===== config.mk =====
export PLATFORM = sky130hd
export DESIGN_NAME = calendar_date_advance_flat
export DESIGN_NICKNAME = d
export VERILOG_FILES = /design/src/rtl/cda_pkg.sv /design/src/rtl/cda_chan_if.sv /design/src/rtl/cda_div_unit.sv /design/src/rtl/calendar_date_advance.sv /design/src/flat_wrapper.sv
export SDC_FILE = /design/constraint.sdc
export NUM_CORES = 1
export LEC_CHECK = 0
export ABC_AREA = 1
export CAP_MARGIN = 20
export CELL_PAD_IN_SITES_DETAIL_PLACEMENT = 1
export CELL_PAD_IN_SITES_GLOBAL_PLACEMENT = 2
export CORE_MARGIN = 1
export CORE_UTILIZATION = 35
export CTS_BUF_LIST = sky130_fd_sc_hd__clkbuf_8
export DETAILED_ROUTE_END_ITERATION = 12
export DONT_BUFFER_PORTS = 1
export GPL_TIMING_DRIVEN = 0
export HOLD_SLACK_MARGIN = 0.02
export PLACE_DENSITY = 0.74
export SETUP_SLACK_MARGIN = 0.4
export SLEW_MARGIN = 20
export SYNTH_ARGS = -nofsm -noshare
export SYNTH_HDL_FRONTEND = slang
export SYNTH_HIERARCHICAL = 1
export SYNTH_SLANG_ARGS = --single-unit

===== constraint.sdc =====
create_clock -name clock -period 8.39 [get_ports clock]
set_input_delay 1.678 -clock clock [delete_from_list [all_inputs] [get_ports clock]]
set_output_delay 1.678 -clock clock [all_outputs]
set_load 0.02 [all_outputs]

===== src/rtl/cda_pkg.sv =====
// shared types, constants and calendar helper functions for the date advance block
// no dependencies
package cda_pkg;

   localparam int COUNT_WIDTH_DEF = 16;
   localparam int YEAR_WIDTH_DEF  = 16;

   localparam int COUNT_PORT_W = 16;
   localparam int YEAR_PORT_W  = 16;
   localparam int DAY_W        = 5;
   localparam int MONTH_W      = 4;
   localparam int MONEY_W      = 32;

   localparam int CYCLE_YEARS     = 400;
   localparam int CENTURY_YEARS   = 100;
   localparam int MONTHS_PER_YEAR = 12;
   localparam int FEB_LEAP_DAYS   = 29;
   localparam int FEB_DAYS        = 28;
   localparam int FEBRUARY        = 2;
   localparam int JULY            = 7;

   // remainder of the shared divider, wide enough for anything below 400
   localparam int DIV_REM_W = 9;
   localparam int DIV_IN_W  = 32;
   localparam int DIV_MUL_W = 30;
   localparam int DIV_QUO_W = 30;

   // rounded-up reciprocals of 3 and 25 with their shifts
   localparam int RECIP_3        = 715827883;
   localparam int RECIP_3_SHIFT  = 31;
   localparam int RECIP_25       = 42949673;
   localparam int RECIP_25_SHIFT = 30;

   typedef enum logic [1:0] {
      OP_DAYS   = 2'd0,
      OP_MONTHS = 2'd1,
      OP_SET    = 2'd2,
      OP_NONE   = 2'd3
   } op_type;

   typedef logic signed [MONEY_W-1:0] income_type;

   typedef struct packed {
      logic [1:0]              op;
      logic [COUNT_PORT_W-1:0] count;
      logic [DAY_W-1:0]        new_day;
      logic [MONTH_W-1:0]      new_month;
      logic [YEAR_PORT_W-1:0]  new_year;
   } req_payload_type;

   typedef struct packed {
      logic [DAY_W-1:0]         day;
      logic [MONTH_W-1:0]       month;
      logic [YEAR_PORT_W-1:0]   year;
      logic signed [MONEY_W-1:0] money;
   } rsp_payload_type;

   typedef struct packed {
      logic load;
      logic sel400;
   } div_ctl_type;

   function automatic logic leap_from_residue(input logic [DIV_REM_W-1:0] r);
      return (r[1:0] == 2'b00 && r != DIV_REM_W'(CENTURY_YEARS)
              && r != DIV_REM_W'(2 * CENTURY_YEARS)
              && r != DIV_REM_W'(3 * CENTURY_YEARS))
             || r == '0;
   endfunction

   function automatic logic [DAY_W-1:0] month_len(input logic [MONTH_W-1:0] m,
                                                  input logic leap);
      logic [DAY_W-1:0] len;
      if (m == MONTH_W'(FEBRUARY)) begin
         len = leap ? DAY_W'(FEB_LEAP_DAYS) : DAY_W'(FEB_DAYS);
      end else if (m <= MONTH_W'(JULY)) begin
         len = m[0] ? DAY_W'(31) : DAY_W'(30);
      end else begin
         len = m[0] ? DAY_W'(30) : DAY_W'(31);
      end
      return len;
   endfunction

endpackage


===== src/rtl/cda_chan_if.sv =====
// valid/ready channel carrying one item of a given payload type
// no dependencies
interface cda_chan_if #(parameter type payload_type = logic) ();
   logic        valid;
   logic        ready;
   payload_type payload;

   modport source (output valid, output payload, input ready);
   modport sink (input valid, input payload, output ready);
endinterface


===== src/rtl/cda_div_unit.sv =====
// shared divide unit: quotient and remainder by 12, or remainder by 400, in the cycle
// after a load, by reciprocal multiplication; depends on cda_pkg
module cda_div_unit (
   input  logic                            clock,
   input  cda_pkg::div_ctl_type            ctl,
   input  logic [cda_pkg::DIV_IN_W-1:0]    dividend,
   output logic [cda_pkg::DIV_QUO_W-1:0]   quo,
   output logic [cda_pkg::DIV_REM_W-1:0]   rem
);
   import cda_pkg::*;

   logic [DIV_MUL_W-1:0]   mul_a;
   logic [DIV_MUL_W-1:0]   mul_b;
   logic [2*DIV_MUL_W-1:0] prod_ff, prod_in;
   logic [DIV_REM_W-1:0]   low_ff, low_in;
   logic                   sel_ff, sel_in;
   logic [DIV_REM_W-1:0]   back;

   // x/12 is (x/4)/3 and x/400 is (x/16)/25
   assign mul_a = ctl.sel400 ? DIV_MUL_W'(dividend >> 4) : DIV_MUL_W'(dividend >> 2);
   assign mul_b = ctl.sel400 ? DIV_MUL_W'(RECIP_25) : DIV_MUL_W'(RECIP_3);

   always_comb begin
      prod_in = prod_ff;
      low_in  = low_ff;
      sel_in  = sel_ff;
      if (ctl.load) begin
         prod_in = mul_a * mul_b;
         low_in  = dividend[DIV_REM_W-1:0];
         sel_in  = ctl.sel400;
      end
   end

   always_ff @(posedge clock) begin
      prod_ff <= prod_in;
      low_ff  <= low_in;
      sel_ff  <= sel_in;
   end

   assign quo  = sel_ff ? DIV_QUO_W'(prod_ff >> RECIP_25_SHIFT)
                        : DIV_QUO_W'(prod_ff >> RECIP_3_SHIFT);
   // remainder needs only the low bits of quotient times divisor
   assign back = sel_ff ? DIV_REM_W'((quo << 8) + (quo << 7) + (quo << 4))
                        : DIV_REM_W'((quo << 3) + (quo << 2));
   assign rem  = low_ff - back;
endmodule


===== src/rtl/calendar_date_advance.sv =====
// top level of the gregorian date counter with monthly money accumulator
// depends on cda_pkg, cda_chan_if and cda_div_unit
//
// usage:
//   req_chan carries one item (op, count, new_day, new_month, new_year); req ready
//   is high only while the sequencer is idle. rsp_chan returns one item per request
//   holding day, month, year and money after the step. csr_chan writes
//   monthly_income and is always ready; it must be written only while the block
//   is idle, which the block does not enforce. steps from accept to result:
//   advance days:   walk the months crossed
//   advance months: income product and month split, year update, year residue, walk
//   set date:       year residue, day clamp
//   unused op:      none
//   one item at a time; the next request is taken once the block is back in idle
//   after the result loads. a day advance walks one month per cycle, the income
//   product takes one count bit per cycle, month split and year residue take one pass
//   each through the shared reciprocal divide-by-12/400 unit.
// reset: date 1/1/1, money 0, income 0, no result pending.
// a stalled receiver holds the result register; the block still takes the next
// request and stops only in its final state until the register is free.
module calendar_date_advance #(
   parameter int COUNT_WIDTH = cda_pkg::COUNT_WIDTH_DEF,
   parameter int YEAR_WIDTH  = cda_pkg::YEAR_WIDTH_DEF
) (
   input logic        clock,
   input logic        reset,
   cda_chan_if.sink   req_chan,
   cda_chan_if.source rsp_chan,
   cda_chan_if.sink   csr_chan
);
   import cda_pkg::*;

   localparam int CNT_W  = (COUNT_WIDTH < COUNT_PORT_W) ? COUNT_WIDTH : COUNT_PORT_W;
   localparam int TOT_W  = CNT_W + 1;
   localparam int ACC_W  = ((CNT_W > DAY_W) ? CNT_W : DAY_W) + 1;
   localparam int SUM_W  = ((TOT_W > YEAR_WIDTH) ? TOT_W : YEAR_WIDTH) + 1;
   localparam int NY_W   = (YEAR_WIDTH > YEAR_PORT_W) ? YEAR_WIDTH : YEAR_PORT_W;
   localparam int STEP_W = $clog2(TOT_W + 1);
   localparam logic [YEAR_WIDTH-1:0] YEAR_MAX = '1;

   typedef enum logic [7:0] {
      ST_IDLE    = 8'b0000_0001,
      ST_MULDIV  = 8'b0000_0010,
      ST_YEARUPD = 8'b0000_0100,
      ST_MODY    = 8'b0000_1000,
      ST_LOADR   = 8'b0001_0000,
      ST_CLAMP   = 8'b0010_0000,
      ST_WALK    = 8'b0100_0000,
      ST_DONE    = 8'b1000_0000
   } state_type;

   state_type             state_ff, state_in;
   logic [DAY_W-1:0]      day_ff, day_in;
   logic [MONTH_W-1:0]    month_ff, month_in;
   logic [YEAR_WIDTH-1:0] year_ff, year_in;
   logic [MONEY_W-1:0]    money_ff, money_in;
   logic [MONEY_W-1:0]    income_ff, income_in;
   logic [DIV_REM_W-1:0]  r400_ff, r400_in;
   logic [ACC_W-1:0]      acc_ff, acc_in;
   logic [TOT_W-1:0]      tot_ff, tot_in;
   logic [TOT_W-1:0]      cnt_ff, cnt_in;
   logic [MONEY_W-1:0]    prod_ff, prod_in;
   logic [STEP_W-1:0]     step_ff, step_in;
   op_type                op_ff, op_in;
   rsp_payload_type       rsp_ff, rsp_in;
   logic                  rsp_valid_ff, rsp_valid_in;

   logic                  req_accept;
   logic                  rsp_load;
   logic [CNT_W-1:0]      req_cnt;
   logic [MONTH_W-1:0]    set_month;
   logic [YEAR_WIDTH-1:0] set_year;
   logic [NY_W-1:0]       ny_ext;
   logic [SUM_W-1:0]      ysum;
   logic [YEAR_WIDTH-1:0] ynew;
   logic [DAY_W-1:0]      month_days;

   div_ctl_type           div_ctl;
   logic [DIV_IN_W-1:0]   div_dividend;
   logic [DIV_QUO_W-1:0]  div_quo;
   logic [DIV_REM_W-1:0]  div_rem;

   cda_div_unit u_div (
      .clock    (clock),
      .ctl      (div_ctl),
      .dividend (div_dividend),
      .quo      (div_quo),
      .rem      (div_rem)
   );

   assign req_chan.ready = (state_ff == ST_IDLE);
   assign req_accept     = req_chan.valid && req_chan.ready;
   assign csr_chan.ready = 1'b1;
   assign rsp_chan.valid   = rsp_valid_ff;
   assign rsp_chan.payload = rsp_ff;

   assign req_cnt      = CNT_W'(req_chan.payload.count);
   assign month_days   = month_len(month_ff, leap_from_residue(r400_ff));
   assign ny_ext       = NY_W'(req_chan.payload.new_year);
   assign div_dividend = div_ctl.sel400 ? DIV_IN_W'(year_ff) : DIV_IN_W'(tot_ff);
   assign ysum         = SUM_W'(year_ff) + SUM_W'(div_quo[TOT_W-1:0]);
   assign ynew         = (ysum > SUM_W'(YEAR_MAX)) ? YEAR_MAX : ysum[YEAR_WIDTH-1:0];

   always_comb begin
      if (req_chan.payload.new_month == '0) begin
         set_month = MONTH_W'(1);
      end else if (req_chan.payload.new_month > MONTH_W'(MONTHS_PER_YEAR)) begin
         set_month = MONTH_W'(MONTHS_PER_YEAR);
      end else begin
         set_month = req_chan.payload.new_month;
      end
      if (ny_ext > NY_W'(YEAR_MAX)) begin
         set_year = YEAR_MAX;
      end else begin
         set_year = YEAR_WIDTH'(ny_ext);
      end
   end

   always_comb begin
      state_in  = state_ff;
      day_in    = day_ff;
      month_in  = month_ff;
      year_in   = year_ff;
      money_in  = money_ff;
      income_in = income_ff;
      r400_in   = r400_ff;
      acc_in    = acc_ff;
      tot_in    = tot_ff;
      cnt_in    = cnt_ff;
      prod_in   = prod_ff;
      step_in   = step_ff;
      op_in     = op_ff;
      div_ctl   = '0;
      rsp_load  = 1'b0;

      if (csr_chan.valid) begin
         income_in = csr_chan.payload;
      end

      case (state_ff)
         ST_IDLE: begin
            if (req_accept) begin
               op_in = op_type'(req_chan.payload.op);
               case (op_type'(req_chan.payload.op))
                  OP_DAYS: begin
                     acc_in   = ACC_W'(day_ff) + ACC_W'(req_cnt);
                     state_in = ST_WALK;
                  end
                  OP_MONTHS: begin
                     tot_in   = TOT_W'(month_ff - MONTH_W'(1)) + TOT_W'(req_cnt);
                     cnt_in   = TOT_W'(req_cnt);
                     prod_in  = '0;
                     step_in  = STEP_W'(TOT_W);
                     state_in = ST_MULDIV;
                  end
                  OP_SET: begin
                     month_in = set_month;
                     year_in  = set_year;
                     day_in   = req_chan.payload.new_day;
                     state_in = ST_MODY;
                  end
                  default: begin
                     state_in = ST_DONE;
                  end
               endcase
            end
         end
         ST_MULDIV: begin
            // month split in the divide unit, income product one bit per cycle
            div_ctl.load = 1'b1;
            prod_in      = (prod_ff << 1) + (cnt_ff[TOT_W-1] ? income_ff : '0);
            cnt_in       = cnt_ff << 1;
            step_in      = step_ff - STEP_W'(1);
            if (step_ff == STEP_W'(1)) begin
               state_in = ST_YEARUPD;
            end
         end
         ST_YEARUPD: begin
            month_in = MONTH_W'(div_rem) + MONTH_W'(1);
            money_in = money_ff + prod_ff;
            year_in  = ynew;
            acc_in   = ACC_W'(day_ff);
            state_in = ST_MODY;
         end
         ST_MODY: begin
            // year mod 400 for the leap rule
            div_ctl.load   = 1'b1;
            div_ctl.sel400 = 1'b1;
            state_in       = ST_LOADR;
         end
         ST_LOADR: begin
            r400_in  = div_rem;
            state_in = (op_ff == OP_SET) ? ST_CLAMP : ST_WALK;
         end
         ST_CLAMP: begin
            if (day_ff == '0) begin
               day_in = DAY_W'(1);
            end else if (day_ff > month_days) begin
               day_in = month_days;
            end
            state_in = ST_DONE;
         end
         ST_WALK: begin
            // one month per cycle
            if (acc_ff > ACC_W'(month_days)) begin
               acc_in   = acc_ff - ACC_W'(month_days);
               money_in = money_ff + income_ff;
               if (month_ff == MONTH_W'(MONTHS_PER_YEAR)) begin
                  month_in = MONTH_W'(1);
                  if (year_ff != YEAR_MAX) begin
                     year_in = year_ff + YEAR_WIDTH'(1);
                     r400_in = (r400_ff == DIV_REM_W'(CYCLE_YEARS - 1))
                               ? '0 : r400_ff + DIV_REM_W'(1);
                  end
               end else begin
                  month_in = month_ff + MONTH_W'(1);
               end
            end else begin
               day_in   = acc_ff[DAY_W-1:0];
               state_in = ST_DONE;
            end
         end
         ST_DONE: begin
            if (!rsp_valid_ff || rsp_chan.ready) begin
               rsp_load = 1'b1;
               state_in = ST_IDLE;
            end
         end
         default: begin
            state_in = ST_IDLE;
         end
      endcase
   end

   always_comb begin
      rsp_in       = rsp_ff;
      rsp_valid_in = rsp_valid_ff;
      if (rsp_load) begin
         rsp_in.day   = day_ff;
         rsp_in.month = month_ff;
         rsp_in.year  = YEAR_PORT_W'(year_ff);
         rsp_in.money = money_ff;
         rsp_valid_in = 1'b1;
      end else if (rsp_chan.ready) begin
         rsp_valid_in = 1'b0;
      end
   end

   always_ff @(posedge clock) begin
      if (reset) begin
         state_ff     <= ST_IDLE;
         day_ff       <= DAY_W'(1);
         month_ff     <= MONTH_W'(1);
         year_ff      <= YEAR_WIDTH'(1);
         money_ff     <= '0;
         income_ff    <= '0;
         r400_ff      <= DIV_REM_W'(1);
         rsp_valid_ff <= 1'b0;
      end else begin
         state_ff     <= state_in;
         day_ff       <= day_in;
         month_ff     <= month_in;
         year_ff      <= year_in;
         money_ff     <= money_in;
         income_ff    <= income_in;
         r400_ff      <= r400_in;
         rsp_valid_ff <= rsp_valid_in;
      end
   end

   always_ff @(posedge clock) begin
      acc_ff  <= acc_in;
      tot_ff  <= tot_in;
      cnt_ff  <= cnt_in;
      prod_ff <= prod_in;
      step_ff <= step_in;
      op_ff   <= op_in;
      rsp_ff  <= rsp_in;
   end

`ifndef SYNTH
   a_residue_range: assert property (@(posedge clock) disable iff (reset)
      r400_ff < DIV_REM_W'(CYCLE_YEARS))
      else $error("year residue out of range");

   a_month_range: assert property (@(posedge clock) disable iff (reset)
      month_ff >= MONTH_W'(1) && month_ff <= MONTH_W'(MONTHS_PER_YEAR))
      else $error("month out of range");

   a_idle_day: assert property (@(posedge clock) disable iff (reset)
      state_ff == ST_IDLE |-> (day_ff != '0 && day_ff <= month_days))
      else $error("day does not fit month while idle");

   a_result_load: assert property (@(posedge clock) disable iff (reset)
      (state_ff == ST_DONE && (!rsp_valid_ff || rsp_chan.ready))
      |=> (rsp_valid_ff && state_ff == ST_IDLE))
      else $error("result item not presented");

   a_year_hold: assert property (@(posedge clock) disable iff (reset)
      (state_ff == ST_WALK && year_ff == YEAR_MAX) |=> year_ff == YEAR_MAX)
      else $error("saturated year moved");
`endif
endmodule


===== src/flat_wrapper.sv =====
// flat-port wrapper written by rule: the top's interface ports become plain ports
module calendar_date_advance_flat import cda_pkg::*;
#(
   parameter int COUNT_WIDTH = cda_pkg::COUNT_WIDTH_DEF,
   parameter int YEAR_WIDTH  = cda_pkg::YEAR_WIDTH_DEF
)
  (clock, reset, req_chan_valid, req_chan_payload, req_chan_ready, rsp_chan_valid, rsp_chan_payload, rsp_chan_ready, csr_chan_valid, csr_chan_payload, csr_chan_ready);
  cda_chan_if #(.payload_type(req_payload_type)) req_chan_i ();
  cda_chan_if #(.payload_type(rsp_payload_type)) rsp_chan_i ();
  cda_chan_if #(.payload_type(income_type)) csr_chan_i ();
  input logic clock;
  input logic reset;
  input wire logic [$bits(req_chan_i.valid)-1:0] req_chan_valid;
  input wire logic [$bits(req_chan_i.payload)-1:0] req_chan_payload;
  output wire logic [$bits(req_chan_i.ready)-1:0] req_chan_ready;
  output wire logic [$bits(rsp_chan_i.valid)-1:0] rsp_chan_valid;
  output wire logic [$bits(rsp_chan_i.payload)-1:0] rsp_chan_payload;
  input wire logic [$bits(rsp_chan_i.ready)-1:0] rsp_chan_ready;
  input wire logic [$bits(csr_chan_i.valid)-1:0] csr_chan_valid;
  input wire logic [$bits(csr_chan_i.payload)-1:0] csr_chan_payload;
  output wire logic [$bits(csr_chan_i.ready)-1:0] csr_chan_ready;
  assign req_chan_i.valid = req_chan_valid;
  assign req_chan_i.payload = req_chan_payload;
  assign req_chan_ready = req_chan_i.ready;
  assign rsp_chan_valid = rsp_chan_i.valid;
  assign rsp_chan_payload = rsp_chan_i.payload;
  assign rsp_chan_i.ready = rsp_chan_ready;
  assign csr_chan_i.valid = csr_chan_valid;
  assign csr_chan_i.payload = csr_chan_payload;
  assign csr_chan_ready = csr_chan_i.ready;
  calendar_date_advance #(.COUNT_WIDTH(COUNT_WIDTH), .YEAR_WIDTH(YEAR_WIDTH)) u_core (.clock(clock), .reset(reset), .req_chan(req_chan_i), .rsp_chan(rsp_chan_i), .csr_chan(csr_chan_i));
endmodule

### Word-level counts from Yosys, hierarchy flattened

Index checks and enable logic that the tools add are counted.

| cells by class | value |
|---|---|
| add/sub/neg operators | 17 |
| multipliers | 1 |
| magnitude comparators | 6 |
| eq/ne operators | 30 |
| multiplexer cells | 65 |
| reductions and logical operators | 29 |

Operators by type and width:

| kind | count |
|---|---|
| $mux W32 | 4 |
| $pmux W32 S2 | 2 |
| $mux W17 | 7 |
| $mux W16 | 7 |
| $add A32 B32 Y32 | 3 |
| $pmux W8 S8 | 1 |
| $mux W30 | 2 |
| $pmux W17 S3 | 1 |
| $mul A30 B30 Y48 | 1 |
| $pmux W16 S3 | 1 |
| $mux W5 | 9 |
| $mux W9 | 5 |
| $pmux W17 S2 | 1 |
| $mux W8 | 4 |
| $add A9 B9 Y9 | 3 |
| $mux W4 | 6 |
| $pmux W8 S3 | 1 |
| $add A16 B17 Y18 | 1 |
| $gt A18 B16 Y1 const B | 1 |
| $pmux W9 S2 | 1 |
| $add A17 B16 Y17 | 1 |
| $add A5 B16 Y17 | 1 |
| $gt A17 B5 Y1 | 1 |
| $sub A17 B5 Y17 | 1 |
| 51 further kinds | 83 |

| storage, ports and cells | value |
|---|---|
| register bits | 312 |
| input port bits | 80 |
| output and inout port bits | 60 |
| word-level logic and storage cells | 169 |

### Longest topological paths before layout

| logic depth | value |
|---|---|
| depth after elaboration | 11 |
| depth in mapped cells | 40 |

### Cells and area by module

The synthesis kept the hierarchy.

Modules (own cells, without submodules):

| module | times used | cells an instance | area each (um^2) | seq. area each (um^2) |
|---|---|---|---|---|
| cda_div_unit | 1 | 2778 | 23139.7 | 1201.2 |
| calendar_date_advance | 1 | 2514 | 17992.3 | 6556.3 |

### Least setup slack after synthesis

Ideal clock, no wire load.

| timing | value |
|---|---|
| path kind | reg2reg |
| from | register u_core.state_ff[7] |
| to | register u_core.u_div.prod_ff[43] (data pin) |
| arrival time | 7.272 ns |
| path slack | 0.858 ns |
| stages on the path, launching flop included | 33 |
| buffers on the path | 1 |
| cells stage by stage | dfxtp_1 nor2_4 nand2_2 inv_4 nand3_1 clkbuf_1 o21ai_0 inv_1 nor2_1 inv_1 nand2_1 ha_1 xor2_1 inv_1 fa_1 fa_1 fa_1 fa_1 inv_1 fa_1 fa_1 inv_1 fa_1 inv_1 ha_1 nand2_1 inv_1 a21oi_1 o21ai_0 o21bai_1 a21oi_1 nand2_1 xor2_1 |

| on the way | value |
|---|---|
| word-level cells in the longest chain between the ends | 5 |
| elaborated cells between the ends (all ways) | 6 |
| classes of those cells | mul: 1; eq/ne: 1; mux: 4 |

RTL lines:

| what | line | RTL |
|---|---|---|
| from (decl) | calendar_date_advance.sv:52 | `state_type state_ff, state_in;` |
| from (signal assigned) | calendar_date_advance.sv:260 | `state_ff <= state_in;` |
| $eq A8 B4 Y1 | calendar_date_advance.sv:140 | `case (state_ff)` |
| $mux W1 | calendar_date_advance.sv:140 |  |
| $mux W17 | calendar_date_advance.sv:100 | `assign div_dividend = div_ctl.sel400 ? DIV_IN_W'(year_ff) : DIV_IN_W'(tot_ff);` |
| net u_core.div_dividend[13] | calendar_date_advance.sv:79 | `logic [DIV_IN_W-1:0] div_dividend;` |
| $mux W30 | cda_div_unit.sv:20 | `assign mul_a = ctl.sel400 ? DIV_MUL_W'(dividend >> 4) : DIV_MUL_W'(dividend >> 2);` |
| $mul A30 B30 Y48 | cda_div_unit.sv:28 | `prod_in = mul_a * mul_b;` |
| to (signal assigned) | cda_div_unit.sv:35 | `prod_ff <= prod_in;` |
| to (decl) | cda_div_unit.sv:14 | `logic [2*DIV_MUL_W-1:0] prod_ff, prod_in;` |

The timed path passes the listed nets, and every way through them passes these cells.
A chain may end at the register's enable or synchronous reset.

### Worst setup path after layout

| timing | value |
|---|---|
| from | register u_core.state_ff[3] |
| to | register u_core.u_div.prod_ff[44] (data pin) |

Same word-level chain as after synthesis.

==> summary.md <==
| Metric | Value |
|---|---|
| Run status | finished clean |
| Setup CP Type | reg2reg |
| Port buffer count | 0 |
| Final hold slack | 0.473 ns |
| Total negative slack | 0 ns |
| CP peak stage delay | 0.65 ns |
| Setup violations, final | 0 |
| Unrepaired setup endpoints after global routing | true |
| Vias in the first global route | 34200 |
| Worst slew pin tran | 1.10 ns |
| Gpl congestion | 0.941 |
| Top cell by count, worst path | inv_1 |
| # clock sinks | 282 |
| DIE AREA | 110000 sq um |
| CTS Buffer Depth | 3 |
| DR pass1 iterations | 5 |
| Initial Utilization | 35.4% |
| Via/cell ratio | 4.97 |
| CORE AREA | 108000 sq um |
| CTS clk-pin slew, worst paths | 0.07 ns |
| Final net count | 6028 |
| Fin. Hold Viols | 0 |
| Syn Std Cell Area | 38100 sq um |
| Crit path time final | 7.79 ns |
| I/O pin count | 140 |
| Overall routing resource usage | 25.9% |
| Initial antenna violation count | 3 |
| H-tree Lvls | 2 |
| Max transition margin | 26.2% |
| Final ANT Viol Nets | 0 |
| Post-Route WL | 143 mm |
| Crit-path max FO | 7 |
| Synth Area per Inst | 7.80 sq um |
| CP Capture Type | flip-flop |
| Clk Latency, worst-skew pair | 0.73 ns |
| TritonCTS clock tree | built |
| Critical path required time | 8.82 ns |
| Slowest CP cell | fa_2 |
| Cts bufs inserted | 54 |
| Via count | 32400 |
| Crit start category | flip-flop |
| Post-Route Utilization | 40.3% |
| Clock root buffer | clkbuf_8 |
| Hold/Removal Path Class | reg2reg |
| Die width | 332 um |
| DPL Wire Length | 123 mm |
| Fmax | 128 MHz |
| First-iteration detailed-routing DRC count | 1659 |
| Final Cycle Share | 92.9% |
| Wire length per cell | 21.9 um |
| Worst path arrival time | 8.22 ns |
| Row cnt | 120 |
| Layout cells sized above 1 | 11.2% |
| Largest net degree at the start of global routing | 30 |
| Clock Skew | 0.0606 ns |
| Grt ovf | 0 |
| Hold_buf cts | 0 |
| Synth Instances | 4885 |
| Final Slew Violations | 0 |
| Remaining DRCs | 0 |
| First-pass GRT wire length | 214 mm |
| Area grow syn2layout | 13.9% |
| Yosys warns | 6 |
| Die extent in y | 332 um |
| Max Cap Viol | 0 |
layer usage:
layer	up-vias	GRT usage (%)	wire length [um]
li1	15600	-	-
met1	16100	35.7	66000
met2	631	43.6	67200
met3	139	2.94	6700
met4	0	5.13	3060
met5	-	0	0
worst max-delay path: cells and delay by family (launching register included):
kind | cells | cell delay, ns
adder cells (fa/ha/maj) | 9 | 4.07
XOR/XNOR | 2 | 0.30
AND/OR/NAND/NOR | 11 | 1.47
AO/OA/AOI/OAI | 1 | 0.21
flip-flops | 1 | 0.36
buffers and inverters | 10 | 1.07
sequential cells by signal, summed over array words and instances, names as in the netlist:
register                 count
u_core/rsp_chan.payload     57
u_core/income_ff            32
u_core/money_ff             32
u_core/prod_ff              32
u_core/u_div/prod_ff        18
u_core/acc_ff               17
u_core/cnt_ff               17
u_core/tot_ff               17
u_core/year_ff              16
u_core/r400_ff               9
u_core/u_div/low_ff          9
u_core/state_ff              8
u_core/day_ff                5
u_core/step_ff               5
u_core/month_ff              4
u_core/op_ff                 2
u_core/rsp_chan.valid        1
u_core/u_div/sel_ff          1
final cells by class:
| type | instances | area, sq um |
|---|---|---|
| fillers | 13100 | 64100 |
| multi-input cells | 3446 | 27400 |
| flip-flops and latches | 282 | 7400 |
| inverters | 1118 | 4270 |
| well taps | 1403 | 1760 |
| clock buffers | 62 | 853 |
| repair buffers | 89 | 817 |
| plain buffers | 79 | 549 |
| clock inverters | 39 | 279 |
| diodes | 1 | 2.50 |
worst paths after layout:
check / start / end / slack [ns] / cells past startpoint
min: u_core/month_ff[2] / u_core/rsp_chan.payload[50] / 0.47 / 0
min reg2reg: u_core/month_ff[2] / u_core/rsp_chan.payload[50] / 0.47 / 0
max reg2reg: u_core/state_ff[3] / u_core/u_div/prod_ff[44] / 0.60 / 33
max: u_core/state_ff[3] / u_core/u_div/prod_ff[44] / 0.60 / 33
per-stage QoR:
| stage | cell area [sq um] | setup slack [ns] | std cells |
|---|---|---|---|
| detailed placement | 40200 | -1.75 | 6335 |
| finish | 43400 | 0.597 | 6519 |
| global placement | 40000 | -1.81 | 6327 |
| floorplan | 38200 | 0.878 | 4924 |
| global route | 43400 | 0.359 | 6519 |
| CTS | 42500 | 0.402 | 6483 |
what timing repair did:
item / 4_1_cts / 5_1_grt
endpoints found under the hold margin: 0 / 0
buffers inserted: 43 / 35
setup endpoints to repair: 18 / 18
cloned: 4 / 0
gates resized for setup: 232 / 171
pin swaps: 34 / 70
placed cells by master, fill, tap and decap left out, types with 45 or more instances in the layout:
master	instances
inv_1	1063
nand2_1	910
nor2_1	469
ha_1	431
fa_1	391
a21oi_1	218
o21ai_0	192
edfxtp_1	175
nand3_1	167
dfxtp_1	104
buf_4	80
clkbuf_8	63
xor2_1	53
inv_2	45
Power is not shown: default switching activity piles up to over one toggle a cycle in this logic, so the estimate is an artifact.
